--- config.mk ---
export PLATFORM = sky130hd
export DESIGN_NAME = glb_ctrl
export DESIGN_NICKNAME = d
export VERILOG_FILES = /design/src/rtl/core/glb_pkg.sv /design/src/rtl/core/glb_ctrl.sv
export SDC_FILE = /design/constraint.sdc
export NUM_CORES = 1
export LEC_CHECK = 0
export BUFFER_PORTS_ARGS = -buffer_cell sky130_fd_sc_hd__buf_2
export CORE_AREA = 3 3 40 42
export CTS_CLUSTER_SIZE = 25
export DETAILED_ROUTE_END_ITERATION = 12
export DIE_AREA = 0 0 43 45
export GPL_TIMING_DRIVEN = 0
export PLACE_DENSITY = 0.45
export SYNTH_ARGS = -nofsm -noshare
export SYNTH_HDL_FRONTEND = slang
export SYNTH_SLANG_ARGS = --single-unit
--- constraint.sdc ---
create_clock -name clk -period 1.8 [get_ports clk]
set_input_delay 0.45 -clock clk [delete_from_list [all_inputs] [get_ports clk]]
set_output_delay 0.45 -clock clk [all_outputs]
set_load 0.02 [all_outputs]
--- src/rtl/core/glb_pkg.sv ---
// ----------------------------------------------------------------------------
// glb_pkg
// Types, codes and constants shared by the glyph locator modules.
// ----------------------------------------------------------------------------
package glb_pkg;

	localparam int unsigned TABLE_DEPTH_DEF = 4096;

	localparam int unsigned CP_W     = 21;
	localparam int unsigned SLOT_W   = 12;
	localparam int unsigned KIND_W   = 3;
	localparam int unsigned OFFSET_W = 20;
	localparam int unsigned WIDTH_W  = 8;
	localparam int unsigned CFG_IDX_W  = 3;
	localparam int unsigned CFG_DATA_W = 13;
	localparam int unsigned ASCII_CNT_W = 9;
	localparam int unsigned WIDE_CNT_W  = 13;

	localparam logic [0:0] REQ_WRITE  = 1'b0;
	localparam logic [0:0] REQ_LOOKUP = 1'b1;

	localparam logic [KIND_W-1:0] KIND_NONE        = 3'd0;
	localparam logic [KIND_W-1:0] KIND_CONTROL     = 3'd1;
	localparam logic [KIND_W-1:0] KIND_ASCII       = 3'd2;
	localparam logic [KIND_W-1:0] KIND_REPLACEMENT = 3'd3;
	localparam logic [KIND_W-1:0] KIND_WIDE        = 3'd4;

	localparam logic [CFG_IDX_W-1:0] CFG_ASCII_COUNT = 3'd0;
	localparam logic [CFG_IDX_W-1:0] CFG_FONT_LOADED = 3'd1;
	localparam logic [CFG_IDX_W-1:0] CFG_WIDE_COUNT  = 3'd2;
	localparam logic [CFG_IDX_W-1:0] CFG_WIDE_WIDTH  = 3'd3;
	localparam logic [CFG_IDX_W-1:0] CFG_WIDE_STRIDE = 3'd4;

	localparam logic [CP_W-1:0] CONTROL_LIMIT  = 21'h00020;
	localparam logic [CP_W-1:0] REPLACEMENT_CP = 21'h0FFFD;

	localparam logic [WIDTH_W-1:0] NARROW_WIDTH      = 8'd8;
	localparam logic [WIDTH_W-1:0] REPLACEMENT_WIDTH = 8'd16;

	localparam logic [ASCII_CNT_W-1:0] ASCII_COUNT_RST = 9'd128;
	localparam logic [WIDTH_W-1:0]     WIDE_WIDTH_RST  = 8'd16;
	localparam logic [7:0]             WIDE_STRIDE_RST = 8'd32;

	typedef struct packed {
		logic [0:0]        req_type;
		logic [SLOT_W-1:0] entry_slot;
		logic [CP_W-1:0]   entry_codepoint;
		logic [CP_W-1:0]   query_codepoint;
	} req_item_t;

	typedef struct packed {
		logic [KIND_W-1:0]   glyph_kind;
		logic [OFFSET_W-1:0] glyph_offset;
		logic [WIDTH_W-1:0]  glyph_px;
	} rsp_item_t;

	typedef struct packed {
		logic wr;
		logic load;
		logic step;
		logic scale;
		logic emit;
	} glb_cmd_t;

	typedef struct packed {
		logic need_search;
		logic search_done;
		logic hit;
		logic rsp_free;
	} glb_status_t;

endpackage

--- src/rtl/core/glb_ctrl.sv ---
// ----------------------------------------------------------------------------
// glb_ctrl
// Sequencer for the glyph locator: accepts items, steps the search and
// hands the finished result to the output register.
// ----------------------------------------------------------------------------
module glb_ctrl (
	input  logic                clk,
	input  logic                arst_n,
	input  logic                req_valid,
	input  logic [0:0]          req_type,
	input  glb_pkg::glb_status_t status,
	output glb_pkg::glb_cmd_t    cmd,
	output logic                req_stall
);
	import glb_pkg::*;

	localparam logic [1:0] ST_IDLE   = 2'd0;
	localparam logic [1:0] ST_SEARCH = 2'd1;
	localparam logic [1:0] ST_SCALE  = 2'd2;
	localparam logic [1:0] ST_EMIT   = 2'd3;

	logic [1:0] state_q;
	logic [1:0] state_d;
	logic       accept;

	assign req_stall = (state_q != ST_IDLE);
	assign accept    = req_valid && (state_q == ST_IDLE);

	always_comb begin
		state_d   = state_q;
		cmd       = '0;
		cmd.wr    = accept && (req_type == REQ_WRITE);
		cmd.load  = accept && (req_type == REQ_LOOKUP);
		unique case (state_q)
			ST_IDLE: begin
				if (cmd.load) begin
					state_d = status.need_search ? ST_SEARCH : ST_EMIT;
				end
			end
			ST_SEARCH: begin
				cmd.step = 1'b1;
				if (status.search_done) begin
					state_d = status.hit ? ST_SCALE : ST_EMIT;
				end
			end
			ST_SCALE: begin
				cmd.scale = 1'b1;
				state_d   = ST_EMIT;
			end
			ST_EMIT: begin
				cmd.emit = status.rsp_free;
				if (status.rsp_free) begin
					state_d = ST_IDLE;
				end
			end
			default: begin
				state_d = ST_IDLE;
			end
		endcase
	end

	always_ff @(posedge clk or negedge arst_n) begin
		if (!arst_n) begin
			state_q <= ST_IDLE;
		end else begin
			state_q <= state_d;
		end
	end

endmodule

## Word level (Yosys, flattened, before mapping)

Index checks and enable logic that the tools add are counted.

| operators by class | value |
|---|---|
| reductions and logical operators | 6 |
| equal/unequal tests | 6 |
| multiplexer cells | 9 |
| bitwise operators | 1 |

Operator list:

| kind | number |
|---|---|
| 2-to-1 mux 2 bit | 4 |
| one-hot mux 2 bit (4 select lines) | 1 |
| inequality test 2 bit, second input constant | 3 |
| equality test 2 bit, second input constant | 2 |
| 2-to-1 mux 1 bit | 4 |
| logical AND 1 bit | 3 |
| AND reduction 3 bit | 1 |
| equality test 2 x 1 -> 1 bit, second input constant | 1 |
| zero test 2 bit | 1 |
| nonzero test 2 bit | 1 |
| inverter 1 bit | 1 |

| storage, ports and cells | value |
|---|---|
| register bits after elaboration | 2 |
| input bits | 8 |
| output and inout port bits | 6 |

## Depth between registers and ports, before layout

| depth | value |
|---|---|
| depth in word-level cells | 5 |
| mapped depth | 5 |

## Least setup slack after synthesis

Ideal clock, no wire load.

| path | value |
|---|---|
| path type | reg2reg |
| start point | reg state_q[0] |
| end point | reg state_q[0] |
| arrival | 1.550 ns |
| period minus slack after synthesis | 1.675 ns |
| path buffers | 0 |
| path slack | 0.125 ns |
| cell stages (with the launch flop) | 4 |
| setup time | 0.125 ns |
| required time | 1.675 ns |
| cell sequence | dfrtp_1 -> ha_1 -> a222oi_1 -> mux2_2 |

| on the way | value |
|---|---|
| word-level cells in the longest chain between the ends | 5 |
| elaborated cells between the ends (all ways) | 11 |

Ends and longest elaborated chain:

| element | line | source |
|---|---|---|
| start, declared | glb_ctrl.sv:22 | `logic [1:0] state_q;` |
| start signal, assigned | glb_ctrl.sv:66 | `state_q <= state_d;` |
| zero test 2 bit | glb_ctrl.sv:27, glb_ctrl.sv:34 |  |
| logical AND 1 bit | glb_ctrl.sv:27 | `assign accept = req_valid && (state_q == ST_IDLE);` |
| logical AND 1 bit | glb_ctrl.sv:33 | `cmd.load = accept && (req_type == REQ_LOOKUP);` |
| inequality test 2 bit (no line) | -- |  |
| AND reduction 3 bit (no line) | -- |  |

Several ways; a longest one is shown, not always the timed one.
A chain may end at the register's enable or synchronous reset.

==> run metrics <==
DP Worst Slack=about 0.094 ns; Synth Area per Inst=between 8 and 9 um2; worst rel slew slack=0.684; CTS tree=yes; unrepaired setup endpoints after global routing=no; Layout area overhead=55.8%; R2R cell count=3; Synth Area in XOR/XNOR=0; die height=approximately 45 um; post-synth cell types=13; Slew @ Worst Pin=0.474 ns; Die W=approximately 43 um; Final Hold Fails=0; clk slew on worst S/H paths=~0.030 ns; top flop regs=state_q x2; run status=completed; worst hold-check path type=input pin to asynchronous set/reset pin; worst hold margin=~0.55 ns; mux share of post-synthesis cell area=0.0988; CP Max Fanout=6; final setup fails=0; HPWL Detailed=a little under 400 um; CP Cell Sequence=inv_2, ha_2, and3_2, buf_2; post-synthesis compound-gate area fraction=0.110; Starting Density=0.167; buffer levels on the longest clock path=2; Crit. End Element=output port; WL final=~450 um; Skew-Pair Late Insertion Delay=around 0.22 ns; Residual DRC=0; Period minus WS final=1.70 ns; core area=around 0.0013 mm2; power per cell area=about 1600 mW/mm2; Synth Area in Simple Gates=0.163; worst setup path class=register to output port; clock skew=approximately 0.0006 ns; Reg with most FFs=state_q; syn_nets=38; total CTS buffers=3; arrival time at the worst endpoint=about 1.3 ns; Final Power=0.000547 W; CP peak stage delay=0.43 ns; Pre-Repair DR Iteration Count=4; number of I/O pins=14; Vias/cell=between 3 and 4; initial antenna violation count=0; clk root buf=clkbuf_4; max-cap check violation count=0; share of cells above drive strength 1=0.524; drt first-iter violations=2; setup_tns=0 ns; Cells after Synth=25; final worst slack=0.0990 ns; largest net degree at the start of global routing=7; Final period util=0.945; # clock sinks=2; IO buf count=13; final core utilization=0.261; Slew Limit Fails=0; via count=between 200 and 250; max reg flops=2; yosys warns=0; gr ovfl total=0; Leak=between 0.15 and 0.2 nW; worst r2r dst=state_q[0]$_DFFE_PN0P_; Post-DRT Antenna Nets=0; first-pass GRT wire length=roughly 720 um; DR WL/cell=a little under 8 um; R2R Setup Slk=roughly 0.14 ns; vias in the first global route=between 200 and 250; FMAX=588 MHz; combinational family with the most area after synthesis=adder cells; GP Congestion=a little under 0.7; Seq/Total Area, Yosys=0.233; Worst Setup Start Kind=register; CP max stage cell=dfrtp_2; die area=around 0.0019 mm2; Peak VDD IR=approximately 0.36 mV; site row count=13; H-tree Lvls=1; antenna cells=0; area share of fa/ha/maj cells after synthesis=0.291; Mapped Area=215 um2; register bit total from synthesis=2; FF-to-FF Start=state_q[0]$_DFFE_PN0P_; fin nets=57; data required time at the worst endpoint=1.35 ns; Total Routing Usage GR=0.0515
==> final cells by class <==
cell class                 count  area, um2
multi-input combinational     17        145
timing repair buffer          14       75.1
clock buffer                   3       22.5
tap                           15       18.8
inverter                       6       22.5
sequential                     2       51.3
fill                         147        950
==> timing repair <==
item                                   CTS  global route
hold buffers                             0             1
endpoints found under the hold margin    0             2
setup endpoints to repair                0             3
setup buffers                            0             0
resized for setup                        0             4
==> cell usage in the layout (no fill, tap or decap) <==
cell	Yosys	final
dfrtp_1	2	1
dfrtp_2	0	1
clkbuf_4	0	3
o221ai_1	1	1
nor2b_1	1	1
and3_2	1	1
buf_2	0	13
mux2_2	1	1
ha_2	0	1
ha_1	5	4
mux2i_1	1	1
and2_1	1	1
dlygate4sd3_1	0	1
inv_2	0	2
inv_1	6	4
a222oi_1	1	1
a21oi_1	1	1
nor2_1	1	1
nand2_1	3	3
==> per-stage QoR <==
step | instance area [um2] | instances
6_report | 335 | 57
5_1_grt | 335 | 57
4_1_cts | 322 | 56
3_5_place_dp | 299 | 53
3_3_place_gp | 299 | 53
2_1_floorplan | 215 | 25
==> cell usage after synthesis (all sizes together) <==
| cell | count | area share |
|---|---|---|
| inv | 6 | 0.10 |
| ha | 5 | 0.29 |
| nand2 | 3 | 0.052 |
| dfrtp | 2 | 0.23 |
| a21oi | 1 | 0.023 |
| a222oi | 1 | 0.047 |
| and2 | 1 | 0.029 |
| and3 | 1 | 0.035 |
| mux2 | 1 | 0.052 |
| mux2i | 1 | 0.047 |
| nor2 | 1 | 0.017 |
| nor2b | 1 | 0.029 |
| o221ai | 1 | 0.041 |
==> routing by layer <==
metal | GRT usage | routed length (um) | vias to the layer above
met5 | 0 | 0 | -
met1 | 0.0600 | 212 | 90
met3 | 0.0120 | 39 | 0
met4 | 0.0542 | 0 | 0
met2 | 0.0749 | 196 | 11
li1 | - | - | 117
==> kinds of logic after synthesis <==
logic type / Yosys count
and+or+nand+nor: 7
buffers and inverters: 6
adders and majority gates: 5
AOI/OAI and AO/OA: 3
muxes: 2
DFF: 2
==> power breakdown <==
| part | leakage (nW) | switching (W) | total, W | internal [W] |
|---|---|---|---|---|
| sequential | 0.0226 | 0.0000313 | 0.000105 | 0.0000740 |
| clock | 0.0138 | 0.0000218 | 0.0000950 | 0.0000732 |
| combinational | 0.156 | 0.000192 | 0.000347 | 0.000154 |
| total | 0.193 | 0.000245 | 0.000547 | 0.000302 |
==> worst max-delay path: cells and delay by family, from the launching register on <==
kind	cells	cell delay (ns)
adders and majority gates	1	0.20
buffers and inverters	2	0.24
DFF	1	0.43
and+or+nand+nor	1	0.16
==> worst max path at each step <==
stage / from / end / slack, ns
finish: state_q[0]$_DFFE_PN0P_ / cmd[3] / 0.1
global route: state_q[0]$_DFFE_PN0P_ / cmd[3] / 0.02
CTS: state_q[1]$_DFFE_PN0P_ / cmd[3] / 0.005
detailed placement: state_q[1]$_DFFE_PN0P_ / state_q[0]$_DFFE_PN0P_ / 0.09
global placement: state_q[1]$_DFFE_PN0P_ / state_q[0]$_DFFE_PN0P_ / 0.1
floorplan: state_q[0]$_DFFE_PN0P_ / state_q[0]$_DFFE_PN0P_ / 0.13
(Power assumes the default switching activity.)
